## config.mk

```make
export PLATFORM = sky130hd
export DESIGN_NAME = cordic_nco_sine_cosine
export DESIGN_NICKNAME = d
export VERILOG_FILES = /design/src/rtl/cnco_pkg.sv /design/src/rtl/cnco_phase.sv /design/src/rtl/cnco_cell.sv /design/src/rtl/cordic_nco_sine_cosine.sv
export SDC_FILE = /design/constraint.sdc
export NUM_CORES = 1
export LEC_CHECK = 0
export ABC_CLOCK_PERIOD_IN_PS = 4900
export BUFFER_PORTS_ARGS = -buffer_cell sky130_fd_sc_hd__buf_2
export CORE_ASPECT_RATIO = 1.5
export CORE_MARGIN = 8
export CORE_UTILIZATION = 55
export CTS_BUF_LIST = sky130_fd_sc_hd__clkbuf_8
export DETAILED_ROUTE_END_ITERATION = 12
export HOLD_SLACK_MARGIN = 0.12
export PLACE_DENSITY = 0.71
export SLEW_MARGIN = 20
export SYNTH_ARGS = -nofsm -noshare
export SYNTH_HDL_FRONTEND = slang
export SYNTH_SLANG_ARGS = --single-unit
```

## constraint.sdc

```tcl
create_clock -name clk -period 4.9 [get_ports clk]
set_input_delay 0.245 -clock clk [delete_from_list [all_inputs] [get_ports clk]]
set_output_delay 0.245 -clock clk [all_outputs]
set_load 0.01 [all_outputs]
```

## src/rtl/cnco_pkg.sv

```systemverilog
package cnco_pkg;

	// number of rotation cells in the chain (4..8; the angle table holds 8)
	localparam int ROTATION_STAGES = 8;
	localparam int STAGE_W         = $clog2(ROTATION_STAGES);

	localparam int ACC_W    = 20;
	localparam int PHASE_W  = 12;
	localparam int DATA_W   = 16;
	localparam int SAMPLE_W = 13;

	localparam logic signed [DATA_W-1:0] X_INIT    = 16'sd1242;
	localparam logic signed [DATA_W-1:0] HALF_TURN = 16'sd2048;
	localparam logic signed [DATA_W-1:0] QTR_TURN  = 16'sd1024;
	localparam logic signed [DATA_W-1:0] OFFSET    = 16'sd2048;

	// configuration register indexes
	typedef enum logic {
		CFG_FREQUENCY_WORD = 1'b0,
		CFG_OFFSET_MODE    = 1'b1
	} cfg_index_t;

	// one request in flight through the chain
	typedef struct packed {
		logic                     vld;
		logic                     neg;
		logic signed [DATA_W-1:0] x;
		logic signed [DATA_W-1:0] y;
		logic signed [DATA_W-1:0] a;
	} cnco_data_t;

	// arctangent of 2^-j in phase units (2048 = half a turn)
	function automatic logic signed [DATA_W-1:0] atan_step(input logic [STAGE_W-1:0] j);
		logic signed [DATA_W-1:0] r;
		case (int'(j))
			0:       r = 16'sd511;
			1:       r = 16'sd301;
			2:       r = 16'sd159;
			3:       r = 16'sd80;
			4:       r = 16'sd40;
			5:       r = 16'sd19;
			6:       r = 16'sd9;
			7:       r = 16'sd4;
			default: r = 16'sd0;
		endcase
		return r;
	endfunction

endpackage

```

## src/rtl/cnco_phase.sv

```systemverilog
module cnco_phase
	import cnco_pkg::*;
(
	input  logic             clk,
	input  logic             arst_n,
	input  logic             adv,
	input  logic             take,
	input  logic             restart,
	input  logic [ACC_W-1:0] freq,
	output cnco_data_t       d_out
);

	logic [ACC_W-1:0]          acc_q;
	logic [ACC_W-1:0]          acc_cur;
	logic signed [PHASE_W-1:0] top;
	logic signed [DATA_W-1:0]  ph;
	logic signed [DATA_W-1:0]  ph_fold;
	logic                      neg;
	logic                      vld_s0;
	logic                      neg_s0;
	logic signed [DATA_W-1:0]  a_s0;

	assign acc_cur = restart ? '0 : acc_q;
	assign top     = acc_cur[ACC_W-1 -: PHASE_W];
	assign ph      = DATA_W'(top);

	// fold second and third quadrants by half a turn
	always_comb begin
		ph_fold = ph;
		neg     = 1'b0;
		if (ph >= QTR_TURN) begin
			ph_fold = ph - HALF_TURN;
			neg     = 1'b1;
		end else if (ph < -QTR_TURN) begin
			ph_fold = ph + HALF_TURN;
			neg     = 1'b1;
		end
	end

	always_ff @(posedge clk or negedge arst_n) begin
		if (!arst_n) begin
			acc_q  <= '0;
			vld_s0 <= 1'b0;
		end else begin
			if (take)
				acc_q <= acc_cur + freq;
			if (adv)
				vld_s0 <= take;
		end
	end

	always_ff @(posedge clk) begin
		if (adv && take) begin
			neg_s0 <= neg;
			a_s0   <= ph_fold;
		end
	end

	assign d_out = '{vld: vld_s0, neg: neg_s0, x: X_INIT, y: '0, a: a_s0};

endmodule

```

## src/rtl/cnco_cell.sv

```systemverilog
module cnco_cell
	import cnco_pkg::*;
(
	input  logic               clk,
	input  logic               arst_n,
	input  logic               adv,
	input  logic [STAGE_W-1:0] stage,
	input  cnco_data_t         d_in,
	output cnco_data_t         d_out
);

	logic signed [DATA_W-1:0] xs;
	logic signed [DATA_W-1:0] ys;
	logic signed [DATA_W-1:0] at;
	logic                     vld_q;
	cnco_data_t               nxt;
	cnco_data_t               pay_q;

	assign xs = d_in.x >>> stage;
	assign ys = d_in.y >>> stage;
	assign at = atan_step(stage);

	// one micro-rotation, direction from the sign of the residual angle
	always_comb begin
		nxt     = d_in;
		nxt.vld = d_in.vld;
		if (d_in.a >= 0) begin
			nxt.x = d_in.x - ys;
			nxt.y = d_in.y + xs;
			nxt.a = d_in.a - at;
		end else begin
			nxt.x = d_in.x + ys;
			nxt.y = d_in.y - xs;
			nxt.a = d_in.a + at;
		end
	end

	always_ff @(posedge clk or negedge arst_n) begin
		if (!arst_n)
			vld_q <= 1'b0;
		else if (adv)
			vld_q <= d_in.vld;
	end

	always_ff @(posedge clk) begin
		if (adv && d_in.vld)
			pay_q <= nxt;
	end

	always_comb begin
		d_out     = pay_q;
		d_out.vld = vld_q;
	end

endmodule

```

## src/rtl/cordic_nco_sine_cosine.sv

```systemverilog
// Channel   | Dir | Signals                          | Carries
// ----------+-----+----------------------------------+-------------------------------
// s_axis    | in  | s_tvalid s_tready s_tdata[7:0]   | tick request: restart
// m_axis    | out | m_tvalid m_tready m_tdata[31:0]  | sample: cos_out, sin_out
// cfg       | in  | cfg_we cfg_index cfg_wdata[19:0] | frequency_word, offset_mode
//
// One request enters per clock while the output is not stalled. Each request passes
// a phase register, one register per rotation cell, then the output register.
// arst_n clears the phase accumulator, both config registers and all valid bits.
// The whole chain advances only while the output register is empty or being
// taken; a stalled output freezes every cell and drops s_tready.
module cordic_nco_sine_cosine
	import cnco_pkg::*;
(
	input  logic              clk,
	input  logic              arst_n,
	input  logic              s_tvalid,
	output logic              s_tready,
	input  logic [7:0]        s_tdata,   // [0] restart, [7:1] zero
	output logic              m_tvalid,
	input  logic              m_tready,
	output logic [31:0]       m_tdata,   // [12:0] cos_out, [25:13] sin_out, [31:26] zero
	input  logic              cfg_we,
	input  logic              cfg_index,
	input  logic [ACC_W-1:0]  cfg_wdata
);

	logic [ACC_W-1:0]      freq_q;
	logic                  offset_q;
	logic                  adv;
	logic                  take;
	cnco_data_t            chain [ROTATION_STAGES+1];
	cnco_data_t            last;
	logic signed [DATA_W-1:0] bias;
	logic signed [DATA_W-1:0] xo;
	logic signed [DATA_W-1:0] yo;
	logic                  m_tvalid_q;
	logic [SAMPLE_W-1:0]   cos_q;
	logic [SAMPLE_W-1:0]   sin_q;

	// config registers; must be written only while idle, a rule on the user that the block does not enforce
	always_ff @(posedge clk or negedge arst_n) begin
		if (!arst_n) begin
			freq_q   <= '0;
			offset_q <= 1'b0;
		end else if (cfg_we) begin
			unique case (cfg_index_t'(cfg_index))
				CFG_FREQUENCY_WORD: freq_q   <= cfg_wdata;
				CFG_OFFSET_MODE:    offset_q <= cfg_wdata[0];
				default: ;
			endcase
		end
	end

	// global advance: output slot free or emptied this cycle
	assign adv      = !m_tvalid_q || m_tready;
	assign s_tready = adv;
	assign take     = s_tvalid && adv;

	cnco_phase u_phase (
		.clk     (clk),
		.arst_n  (arst_n),
		.adv     (adv),
		.take    (take),
		.restart (s_tdata[0]),
		.freq    (freq_q),
		.d_out   (chain[0])
	);

	for (genvar g = 0; g < ROTATION_STAGES; g++) begin : g_cell
		cnco_cell u_cell (
			.clk    (clk),
			.arst_n (arst_n),
			.adv    (adv),
			.stage  (STAGE_W'(g)),
			.d_in   (chain[g]),
			.d_out  (chain[g+1])
		);
	end

	assign last = chain[ROTATION_STAGES];

	// unfold and optional offset-binary bias
	assign bias = offset_q ? OFFSET : '0;
	assign xo   = (last.neg ? -last.x : last.x) + bias;
	assign yo   = (last.neg ? -last.y : last.y) + bias;

	always_ff @(posedge clk or negedge arst_n) begin
		if (!arst_n)
			m_tvalid_q <= 1'b0;
		else if (adv)
			m_tvalid_q <= last.vld;
	end

	always_ff @(posedge clk) begin
		if (adv && last.vld) begin
			cos_q <= xo[SAMPLE_W-1:0];
			sin_q <= yo[SAMPLE_W-1:0];
		end
	end

	assign m_tvalid = m_tvalid_q;
	assign m_tdata  = {6'd0, sin_q, cos_q};

	// no request taken while the output is held
	a_no_take_on_stall: assert property (@(posedge clk) disable iff (!arst_n)
		(m_tvalid && !m_tready) |-> !s_tready)
		else $error("request accepted during output stall");

	// folded phase entering the chain stays within a quarter turn
	a_fold_range: assert property (@(posedge clk) disable iff (!arst_n)
		chain[0].vld |-> (chain[0].a >= -QTR_TURN && chain[0].a < QTR_TURN))
		else $error("phase fold out of range");

	// a new sample only appears when the last cell held one
	a_out_source: assert property (@(posedge clk) disable iff (!arst_n)
		$rose(m_tvalid) |-> $past(last.vld))
		else $error("output valid without source");

endmodule

```

## After elaboration in Yosys (flattened, before gate mapping)

Memory sizes are Yosys's and may differ from the RTL's.
Cells that the tools add are included.

- $add $sub $neg: 51
- Order comparisons: 10
- Mux-type cells: 15
- Bitwise operators: 1
- Reduce and logical (&&, ||, !) cells: 15

Operator list:

| cell | count |
|---|---|
| 48-bit 2-to-1 mux | 6 |
| 16-bit adder | 8 |
| 16-bit by 1-bit greater-or-equal comparator with 1-bit output, second input constant | 8 |
| 16-bit subtractor | 8 |
| 16-bit by 11-bit adder with 16-bit output | 3 |
| 16-bit by 11-bit subtractor with 16-bit output | 3 |
| 45-bit 2-to-1 mux | 1 |
| 16-bit by 10-bit adder with 16-bit output | 2 |
| 16-bit by 12-bit adder with 16-bit output | 2 |
| 16-bit by 13-bit adder with 16-bit output | 2 |
| 16-bit by 14-bit adder with 16-bit output | 2 |
| 16-bit 2-to-1 mux | 2 |
| 32-bit 2-to-1 mux | 1 |
| 16-bit by 10-bit subtractor with 16-bit output | 2 |
| 16-bit by 12-bit subtractor with 16-bit output | 2 |
| 16-bit by 13-bit subtractor with 16-bit output | 2 |
| 16-bit by 14-bit subtractor with 16-bit output | 2 |
| 13-bit adder | 2 |
| 13-bit 2-to-1 mux | 2 |
| 13-bit negator | 2 |
| 20-bit adder | 1 |
| 20-bit 2-to-1 mux | 1 |
| 12-bit by 15-bit adder with 16-bit output | 1 |
| 16-bit by 9-bit adder with 16-bit output | 1 |
| other kinds (15) | 26 |

- Bits in registers: 459
- ROM bits: 576
- Bits of input ports: 34
- Output and inout port bits: 34
- Logic and storage cells: 148
- Memories: 8

Memories:

| memory | words | width | read ports | clocked after memory_dff | wr ports | RTL line | RTL |
|---|---|---|---|---|---|---|---|
| (name not given) | 8 | 9 | 1 | 0 | 0 | cnco_pkg.sv:35 | `case (int'(j))` |
| (name not given) | 8 | 9 | 1 | 0 | 0 | cnco_pkg.sv:35 |  |
| (name not given) | 8 | 9 | 1 | 0 | 0 | cnco_pkg.sv:35 |  |
| (name not given) | 8 | 9 | 1 | 0 | 0 | cnco_pkg.sv:35 |  |
| (name not given) | 8 | 9 | 1 | 0 | 0 | cnco_pkg.sv:35 |  |
| (name not given) | 8 | 9 | 1 | 0 | 0 | cnco_pkg.sv:35 |  |
| +2 memories | - | - | - | - | - | - |  |

## Depth between registers and ports, before layout

Gate-level depths: netlist of run 1.

- Word-level depth: 4
- Gate-level depth with buffers: 18
- Depth with buffers taken out: 16

## By module

Synthesis of run 1 repeated with hierarchy kept, for this count alone.

- Cells, all modules: 5768
- Area total of the unflattened synthesis: 53636.4 µm²

By module, submodules not included:

| module | instances | cells an instance | area an instance (µm²) | seq. area each (µm²) |
|---|---|---|---|---|
| cnco_cell (g_cell[3].u_cell ...) | 3 | 652 | 5985.7 | 1496.4 |
| cnco_cell (g_cell[7].u_cell) | 1 | 689 | 6221.0 | 1496.4 |
| cnco_cell (g_cell[6].u_cell) | 1 | 686 | 6209.7 | 1496.4 |
| cnco_cell (g_cell[0].u_cell) | 1 | 707 | 6204.7 | 1496.4 |
| cnco_cell (g_cell[2].u_cell) | 1 | 660 | 6162.2 | 1496.4 |
| cnco_cell (g_cell[1].u_cell) | 1 | 656 | 5998.3 | 1496.4 |
| cnco_phase | 1 | 259 | 2620.0 | 885.8 |
| cordic_nco_sine_cosine | 1 | 155 | 2263.4 | 1331.3 |

## Worst setup path after synthesis of run 1

OpenSTA, ideal clock, no wires.

- Path type: register -> register
- From: register g_cell[1].u_cell.pay_q (netlist bit g_cell[1].u_cell.d_out[15])
- To: register g_cell[2].u_cell.pay_q (netlist bit g_cell[2].u_cell.d_out[46]), data pin
- Setup time: 264 ps
- Arrival time: 3867 ps
- Required time: 4636 ps
- Slack: 769 ps
- Stages on the path, launching flop included: 19
- Path buffers: 2
- Clock period less this slack: 4131 ps
- Cell sequence: edfxtp_1 inv_1 ha_1 nor4b_1 nand4_1 and2_1 clkbuf_1 inv_8 clkbuf_1 nor2_1 xnor2_1 ha_1 nor2b_1 o31a_1 nor3b_1 or3_1 a31oi_1 a31oi_1 xor2_1

RTL lines:

| what | RTL line | RTL |
|---|---|---|
| start: declaration | cnco_cell.sv:17 | `cnco_data_t pay_q;` |
| start signal: assignment | cnco_cell.sv:47 | `pay_q <= nxt;` |
| end signal: assignment | cnco_cell.sv:47 |  |
| end: declaration | cnco_cell.sv:17 |  |

==> results of run 1 <==
-- stage by stage --
stage | hold slack [ns] | setup WS, ns | area [sq um] | std cells | utilization
after floorplan | -0.0506 | 0.769 | 29300 | 2870 | -
after global placement | 0.388 | 0.772 | 30400 | 3583 | 0.578
after detailed placement | 0.405 | 0.622 | 30400 | 3583 | 0.578
after CTS | 0.227 | 0.577 | 31900 | 3728 | 0.606
after global routing | 0.298 | 0.400 | 31900 | 3729 | 0.606
final | 0.264 | 0.588 | 31900 | 3729 | 0.606
-- registers in the layout, indices dropped and copies added (netlist names) --
name / count
g_cell.u_cell.vld_q: 8
cos_q: 13
freq_q: 20
u_phase.vld_s0: 1
m_tvalid: 1
sin_q: 13
g_cell.u_cell.d_out: 318
u_phase.a_s0: 13
u_phase.acc_q: 20
u_phase.neg_s0: 1
offset_q: 1
-- worst max-delay path, delay by kind of cell, from the launching register on --
| kind | cells | cell delay, ns |
|---|---|---|
| compound gates | 6 | 2.00 |
| xor+xnor | 1 | 0.15 |
| fa+ha+maj | 1 | 0.28 |
| buf+inv | 1 | 0.11 |
| flops | 1 | 0.54 |
| simple gates | 4 | 0.95 |
-- cells by family (layout without fill, tap and decap cells) --
kind of cell    count (synthesis)  in the layout  share of synthesized area
xor+xnor                      359            359                      0.108
simple gates                  783            783                      0.131
flops                         409            409                      0.411
buf+inv                       218            394                     0.0290
compound gates                708            708                      0.154
fa+ha+maj                     334            334                      0.148
mux                            50             50                     0.0189
other cells                     1             10                   0.000128
-- routing by layer --
metal,wire (um),share of wire
met4,4960,0.073
met1,22600,0.33
met5,0,0
met3,2050,0.030
met2,38400,0.56
-- cells in the mapped netlist, types with 6 or more instances --
cell type / instances / share of area
or3_1: 26 / 0.0056
a31oi_1: 28 / 0.0060
inv_1: 167 / 0.021
nor2b_1: 53 / 0.011
ha_1: 313 / 0.13
xor2_1: 112 / 0.034
o21bai_1: 24 / 0.0062
o41ai_1: 11 / 0.0033
clkbuf_1: 34 / 0.0044
or4_1: 8 / 0.0021
o31ai_1: 45 / 0.012
a2111oi_0: 10 / 0.0030
a21o_1: 66 / 0.017
a41o_1: 7 / 0.0024
dfrtp_1: 51 / 0.044
o31a_1: 9 / 0.0027
xnor2_1: 246 / 0.074
o21a_1: 45 / 0.012
o21ai_1: 28 / 0.0048
nand3_1: 44 / 0.0075
a311oi_1: 9 / 0.0027
a211o_1: 7 / 0.0021
and3_1: 14 / 0.0030
fa_1: 21 / 0.014
edfxtp_1: 358 / 0.37
o211ai_1: 17 / 0.0044
nand2b_1: 41 / 0.0088
nor3_1: 89 / 0.015
nor4_1: 29 / 0.0062
mux2i_1: 8 / 0.0027
nor2_1: 198 / 0.025
nor4b_1: 8 / 0.0024
a211oi_1: 23 / 0.0059
or2_2: 11 / 0.0024
a21oi_1: 208 / 0.036
and2_1: 23 / 0.0049
o21ai_0: 131 / 0.022
nand2_1: 193 / 0.025
nand3b_1: 7 / 0.0018
mux2_2: 42 / 0.016
nand4_1: 19 / 0.0041
buf_4: 6 / 0.0015
-- area by class of cell --
type,instances,share of cell area
Timing Repair Buffer,101,0.0215
Sequential cell,409,0.377
Clock buffer,67,0.0289
Antenna cell,1,0.0000785
Clock inverter,53,0.00864
Inverter,173,0.0206
Multi-Input combinational cell,2243,0.516
Tap cell,682,0.0268
-- placed cells by master (no fill, tap or decap), drive strengths merged, types with 14 or more instances in the layout --
cell         netlist  routed
a211oi            23      23
a21o              66      66
a21oi            208     208
a31oi             28      28
and2              23      23
and3              14      14
buf               11      76
clkbuf            34      67
clkinv             2      31
dfrtp             51      51
dlygate4sd3        0      25
edfxtp           358     358
fa                21      21
ha               313     313
inv              171     189
mux2              42      42
nand2            193     193
nand2b            41      41
nand3             44      44
nand4             19      19
nor2             199     199
nor2b             53      53
nor3              89      89
nor4              30      30
o211ai            17      17
o21a              45      45
o21ai            159     159
o21bai            24      24
o31ai             45      45
or3               26      26
xnor2            246     246
xor2             113     113
-- worst paths after layout --
kind	startpoint	end	slack, ns
max	g_cell[3].u_cell.d_out[2]	g_cell[4].u_cell.d_out[47]	0.59
max in group asynchronous	arst_n	g_cell[0].u_cell.vld_q	4.19
min in group clk	cfg_we	freq_q[0]	0.30
min reg2reg	g_cell[2].u_cell.d_out[48]	g_cell[3].u_cell.d_out[48]	0.42
min	arst_n	freq_q[11]	0.26
max reg2reg	g_cell[3].u_cell.d_out[2]	g_cell[4].u_cell.d_out[47]	0.59
==> flow_summary_export.csv, run 1 <==
group,metric,value,unit
placed_design,io_buffers,54,
yosys,syn-cell-area,0.0293,sq mm
global_route,grt-ovfl-total,0,
global_route,grt_first_pass_wirelength,109000,um
die,die_h,299,um
critical_path,path_common_cell,"o21ai_0",
die,dieWidth,204,um
final_layout,synthToLayoutAreaGrowth,8.84,%
global_route,grt_busiest_layer,"met2",
yosys,ys_warn_count,0,
global_route,antenna_found_initial,2,
yosys,avgSynthCellArea,10.2,sq um
die,initial_utilization,0.557,
timing,finalHoldViolCount,0,
critical_path,worst-setup-path-type,"reg -> reg",
final_layout,fill_cells,4403,
route,first_pass_iters,6,
critical_path,endpoint_kind,"flip-flop",
clocking,cts_tree,"yes",
route,viasPerCell,5.85,
die,rows,103,
route,ant_nets,0,
timing,finClkSkew,0.0467,ns
timing,fin_crit_sh,0.880,
critical_path,worstPathMaxFanout,7,
route,vias,21800,
flow_run,cap_violations,0,
final_layout,nets,3363,
timing,setup_tns,0,ns
clocking,cts_root_buffer,"clkbuf_8",
route,drt-total-wl,68000,um
global_route,grt_max_degree,52,
final_layout,multi_input_area,0.0164,sq mm
die,ios,68,
yosys,synth_seq_cells,409,
outcome,status,"finished, final reports clean",
timing,slew_headroom,0.297,
timing,drv_slew,0,
global_route,use_met3,0.0328,
yosys,synthCells,2862,
placed_design,dp_hpwl,55200,um
die,dieArea,0.0610,sq mm
yosys,ys_types,78,
yosys,synth-seq-area-share,0.411,
global_route,grt_pass1_vias,22700,
critical_path,cp_slowest_stage_delay,0.54,ns
timing,fin_crit,4.31,ns
route,routedWlPerCell,18.2,um
die,core-area,0.0526,sq mm
clocking,clock_latency,0.66,ns
critical_path,crit_required,5.27,ns
placed_design,place.gp.congestion,0.957,
timing,setup_viol,0,
timing,rsz0062_at_grt,"no",
global_route,grtUsageMet2,0.446,
critical_path,cp.arrival,4.68,ns
timing,fmax,0.232,GHz
clocking,cts_buffers,67,
route,post-route-drc-count,0,
critical_path,slowest_stage,"edfxtp_1",
critical_path,crit_chain,"nor4b_1, nand4_1, and2_1, o21ai_0, inv_1, ha_1, nor2b_1, o31a_1, o31ai_1, a21boi_1, a41oi_1, o21ai_0, xnor2_1",
clocking,clk_pin_slew,0.06,ns
global_route,grt_use_met1,0.191,
clocking,holdBufCountCts,25,
clocking,cts_resized,0,
critical_path,worstRegToRegCells,13,
yosys,synth_edf_count,358,
final_layout,seqCellArea,0.0120,sq mm
clocking,cts.sinks,409,
timing,tightest_slew,1.05,ns
route,drt_iter0_drc,914,
clocking,post_cts_buffers,0,
final_layout,drive_gt1_frac,0.0765,
yosys,synth-async-reset-ratio,0.125,
clocking,cts_buffer_depth,3,
hold_path,hold_class,"in -> async",
critical_path,start_kind,"flip-flop",
clocking,cts-htree-levels,3,
global_route,gr-usage-all-layers,0.222,
yosys,ys.flop_type,"edfxtp_1",
Power of run 1 is left out: the tool's default activity adds up to more than one toggle a clock period on the data nets, which glitch-free logic cannot reach.
==> inputs of run 2 (changes only) <==
RECOVER_POWER = 100   (was default)
TNS_END_PERCENT = 100   (was default)
==> flow_summary_export.csv, run 2 (synthesis results as in run 1) <==
group,metric,value,unit
die,core-area,0.0526,sq mm
final_layout,most-common-layout-cells,"358 x edfxtp_1, 313 x ha_1, 246 x xnor2_1",
timing,fmax,0.223,GHz
placed_design,dp_hpwl,55200,um
route,top_layer,"met4",
die,rows,103,
critical_path,worstPathMaxFanout,7,
final_layout,synthToLayoutAreaGrowth,8.51,%
clocking,cts_tree,"yes",
timing,finClkSkew,0.0485,ns
route,post-route-drc-count,0,
clocking,cts_root_buffer,"clkbuf_8",
clocking,clock_latency,0.66,ns
clocking,clk_pin_slew,0.06,ns
die,ios,68,
timing,rsz0062_at_grt,"no",
final_layout,nets,3363,
timing,finalHoldViolCount,0,
route,ant_nets,0,
hold_path,worstHoldPathCells,3,
clocking,cts_buffer_depth,3,
outcome,status,"complete, but fails checks",
global_route,grt-ovfl-total,0,
final_layout,drive_gt1_frac,0.0598,
timing,tightest_slew,2.88,ns
timing,slew_headroom,-0.922,
final_layout,fill_cells,4447,
timing,setup_tns,0,ns
route,wl_met2,38400,um
route,route.met3.wl,2110,um
global_route,grt_first_pass_wirelength,109000,um
critical_path,crit_required,5.26,ns
timing,fin_crit_sh,0.913,
placed_design,place.gp.congestion,0.957,
global_route,grt_max_degree,52,
timing,setup_viol,0,
critical_path,cp.arrival,4.84,ns
route,viasPerCell,5.85,
hold_path,hold_class,"in -> reg",
outcome,violations,"capacitance limit, slew limit",
route,first_pass_iters,6,
clocking,cts.sinks,409,
route,vias,21800,
critical_path,endpoint_kind,"flip-flop",
timing,fin_crit,4.47,ns
final_layout,final_area,0.0318,sq mm
die,dieWidth,204,um
route,drt-total-wl,68000,um
clocking,cts_buffers,67,
final_layout,layout_commonest_cell,"edfxtp_1",
placed_design,io_buffers,54,
route,drt_iter0_drc,874,
route,drt-met1-wl,22500,um
critical_path,worst-setup-path-type,"reg -> reg",
die,die_h,299,um
timing,drv_slew,395,
route,routedWlPerCell,18.2,um
flow_run,cap_violations,10,
global_route,gr-usage-all-layers,0.222,
final_layout,largest_reg_flops,318,
die,initial_utilization,0.557,
critical_path,start_kind,"flip-flop",
global_route,grt_pass1_vias,22700,
critical_path,worstRegToRegCells,13,
die,dieArea,0.0610,sq mm
clocking,cts-htree-levels,3,
placed_design,post_dp_cell_area,0.0304,sq mm
global_route,antenna_found_initial,2,
run 2: changes by cell type in the layout (fill, tap and decap cells not counted), moves of 6 or more:
cell	previous run	this run
buf_4	22	10
clkbuf_1	0	42
and2_1	17	11
o21ai_1	28	13
and2_0	0	11
buf_2	54	24
o21ai_0	131	146
run 2: what timing repair did:
action | CTS | global route
setup buffers | 0 | 0
resized for setup | 0 | 0
endpoints found under the hold margin | 78 | 0
setup endpoints to repair | 0 | 0
hold buffers | 25 | 0
run 2: worst paths after layout:
path                                                  from                    endpoint  slack (ns)
max in group asynchronous                           arst_n      g_cell[0].u_cell.vld_q        2.15
worst max-delay path             g_cell[3].u_cell.d_out[2]  g_cell[4].u_cell.d_out[47]        0.43
worst min-delay path                         cfg_wdata[17]                  freq_q[17]        0.36
min in group asynchronous                           arst_n                  freq_q[11]        1.15
worst min register to register  g_cell[2].u_cell.d_out[48]  g_cell[3].u_cell.d_out[48]        0.42
worst max register to register   g_cell[3].u_cell.d_out[2]  g_cell[4].u_cell.d_out[47]        0.43
run 2: routing by layer:
layer / up-vias / GRT usage
li1: 10800 / -
met1: 10300 / 0.191
met2: 463 / 0.446
met3: 240 / 0.0328
met4: 0 / 0.157
met5: - / 0
run 2: metrics by stage:
step            util  std cells  setup WS [ns]  hold slack (ns)
4_1_cts        0.606       3728          0.577            0.227
2_1_floorplan      -       2870          0.769          -0.0506
6_report       0.604       3729          0.425            0.361
5_1_grt        0.604       3729          0.230            0.341
3_5_place_dp   0.578       3583          0.622            0.405
3_3_place_gp   0.578       3583          0.772            0.388
run 2: cell type report:
class / instances / area (sq um) / area share
diodes: 1 / 2.50 / 0.0000788
clock buffers: 67 / 922 / 0.0290
clock inverters: 53 / 275 / 0.00867
inverters: 173 / 657 / 0.0207
multi-input cells: 2243 / 16400 / 0.517
flip-flops and latches: 409 / 12000 / 0.379
well taps: 682 / 853 / 0.0269
repair buffers: 101 / 603 / 0.0190
run 2: worst max-delay path, stage by stage, from the launching register on:
cell and delay [ns]:
edfxtp_1 0.54, nor4b_1 0.37, nand4_1 0.16, and2_0 0.31
o21ai_0 0.49, inv_1 0.11, ha_1 0.28, nor2b_1 0.14
o31a_1 0.27, o31ai_1 0.49, a21boi_0 0.34, a41oi_1 0.37
o21ai_0 0.15, xnor2_1 0.15
Power of run 2 is left out for the same reason.
==> inputs of run 3 (changes only) <==
CTS_BUF_LIST = default   (was sky130_fd_sc_hd__clkbuf_8)
==> flow_summary_export.csv, run 3 (synthesis results as in run 1) <==
group,metric,value,unit
timing,finalHoldViolCount,0,
timing,fin_crit_sh,0.925,
timing,slew_headroom,-0.916,
global_route,grt_max_degree,52,
route,drt_iter0_drc,957,
route,route.met3.wl,1870,um
hold_path,hold_class,"in -> reg",
placed_design,place.gp.congestion,0.957,
critical_path,worstReg2RegEnd,"g_cell[4].u_cell.d_out[47]",
critical_path,path_common_cell,"o21ai_0",
timing,fin_crit,4.53,ns
placed_design,io_buffers,54,
die,dieArea,0.0610,sq mm
critical_path,worst-setup-path-type,"reg -> reg",
route,wl_met2,38500,um
critical_path,start_kind,"flip-flop",
critical_path,critPathTopFamily,"compound AO/OA/AOI/OAI gates",
final_layout,nets,3334,
timing,drv_slew,395,
route,drt-total-wl,67900,um
route,top_layer,"met4",
route,routedWlPerCell,18.5,um
die,initial_utilization,0.557,
die,rows,103,
timing,setup_tns,0,ns
critical_path,cp.depth,13,
clocking,cts_resized,0,
global_route,antenna_found_initial,0,
die,ios,68,
critical_path,crit_required,5.21,ns
route,ant_nets,0,
clocking,cts_buffers,41,
critical_path,startpoint,"g_cell[3].u_cell.d_out[2]",
critical_path,cp.arrival,4.84,ns
clocking,cts_tree,"yes",
critical_path,slowest_stage,"o21ai_0",
clocking,post_cts_buffers,0,
die,dieWidth,204,um
timing,fmax,0.221,GHz
critical_path,worstRegToRegCells,13,
final_layout,synthToLayoutAreaGrowth,9.00,%
final_layout,n_antenna_cell,0,
global_route,grt_first_pass_wirelength,109000,um
final_layout,most-common-layout-cells,"358 x edfxtp_1, 313 x ha_1, 246 x xnor2_1",
final_layout,fill_cells,4372,
timing,finClkSkew,0.0292,ns
final_layout,final_area,0.0319,sq mm
global_route,gr-usage-all-layers,0.221,
clocking,cts.sinks,409,
critical_path,endpoint_kind,"flip-flop",
critical_path,crit_buf_inv,1,
final_layout,fin_util,0.607,
critical_path,r2r_setup_slack,0.37,ns
hold_path,worstHoldStart,"s_tdata[0]",
route,drt-met1-wl,22600,um
clocking,cts_root_buffer,"clkbuf_16",
critical_path,critPathCapture,"g_cell[4].u_cell.d_out[47]",
timing,setup_viol,0,
route,post-route-drc-count,0,
route,first_pass_iters,5,
die,die_h,299,um
clocking,cts-htree-levels,2,
critical_path,crit_chain,"nor4b_1, nand4_1, and2_0, o21ai_0, inv_1, ha_1, nor2b_1, o31a_1, o31ai_1, a21boi_0, a41oi_1, o21ai_0, xnor2_1",
final_layout,drive_gt1_frac,0.0541,
final_layout,layout_commonest_cell,"edfxtp_1",
clocking,cts_buffer_depth,3,
route,vias,21600,
outcome,violations,"capacitance limit, slew limit",
die,core-area,0.0526,sq mm
critical_path,cp_slowest_stage_delay,0.54,ns
placed_design,post_dp_cell_area,0.0304,sq mm
outcome,status,"complete, but fails checks",
clocking,holdBufCountCts,22,
clocking,clock_latency,0.59,ns
timing,tightest_slew,2.87,ns
placed_design,dp_hpwl,55200,um
timing,rsz0062_at_grt,"no",
flow_run,cap_violations,10,
route,viasPerCell,5.88,
final_layout,largest_reg_flops,318,
global_route,grt_pass1_vias,22500,
global_route,grt-ovfl-total,0,
critical_path,worstPathMaxFanout,7,
clocking,clk_pin_slew,0.06,ns
critical_path,rr_startpoint,"g_cell[3].u_cell.d_out[2]",
==> run 3: cell count changes in the layout (fill, tap and decap cells not counted), sizes merged <==
cell / before / now
clkinv: 32 / 16
clkbuf: 109 / 94
dlygate4sd3: 25 / 22
buf: 34 / 35
inv: 188 / 175
diode: 1 / 0
clkinvlp: 5 / 2
==> run 3: metrics by stage <==
step / worst slack (ns) / instances / hold WS [ns]
final: 0.369 / 3679 / 0.221
after CTS: 0.585 / 3679 / 0.152
after detailed placement: 0.622 / 3583 / 0.405
after floorplan: 0.769 / 2870 / -0.0506
after global routing: 0.218 / 3679 / 0.205
after global placement: 0.772 / 3583 / 0.388
==> run 3: layout make-up <==
cell class / count / area [sq um] / share of cell area
clock inverters: 21 / 174 / 0.00545
clock buffers: 53 / 1200 / 0.0375
repair buffers: 98 / 574 / 0.0180
inverters: 173 / 657 / 0.0206
flip-flops and latches: 409 / 12000 / 0.377
well taps: 682 / 853 / 0.0267
multi-input cells: 2243 / 16400 / 0.515
==> run 3: worst reg2reg max path: stages (launching register included) <==
cell and delay [ns]:
edfxtp_1 0.53, nor4b_1 0.37, nand4_1 0.16, and2_0 0.31
o21ai_0 0.54, inv_1 0.12, ha_1 0.29, nor2b_1 0.14
o31a_1 0.27, o31ai_1 0.51, a21boi_0 0.34, a41oi_1 0.38
o21ai_0 0.16, xnor2_1 0.15
==> run 3: layer usage <==
metal  GRT usage  up-vias
met5           0        -
met3      0.0285      226
met1       0.194    10300
met4       0.147        0
li1            -    10700
met2       0.448      416
==> run 3: how the worst min path moves through the flow <==
stage	cells after the start	end
3_3_place_gp	2	u_phase.acc_q[13]
4_1_cts	4	u_phase.vld_s0
2_1_floorplan	0	freq_q[0]
3_5_place_dp	0	g_cell[3].u_cell.d_out[48]
6_report	2	u_phase.a_s0[14]
5_1_grt	2	u_phase.a_s0[14]
Power of run 3 is left out for the same reason.
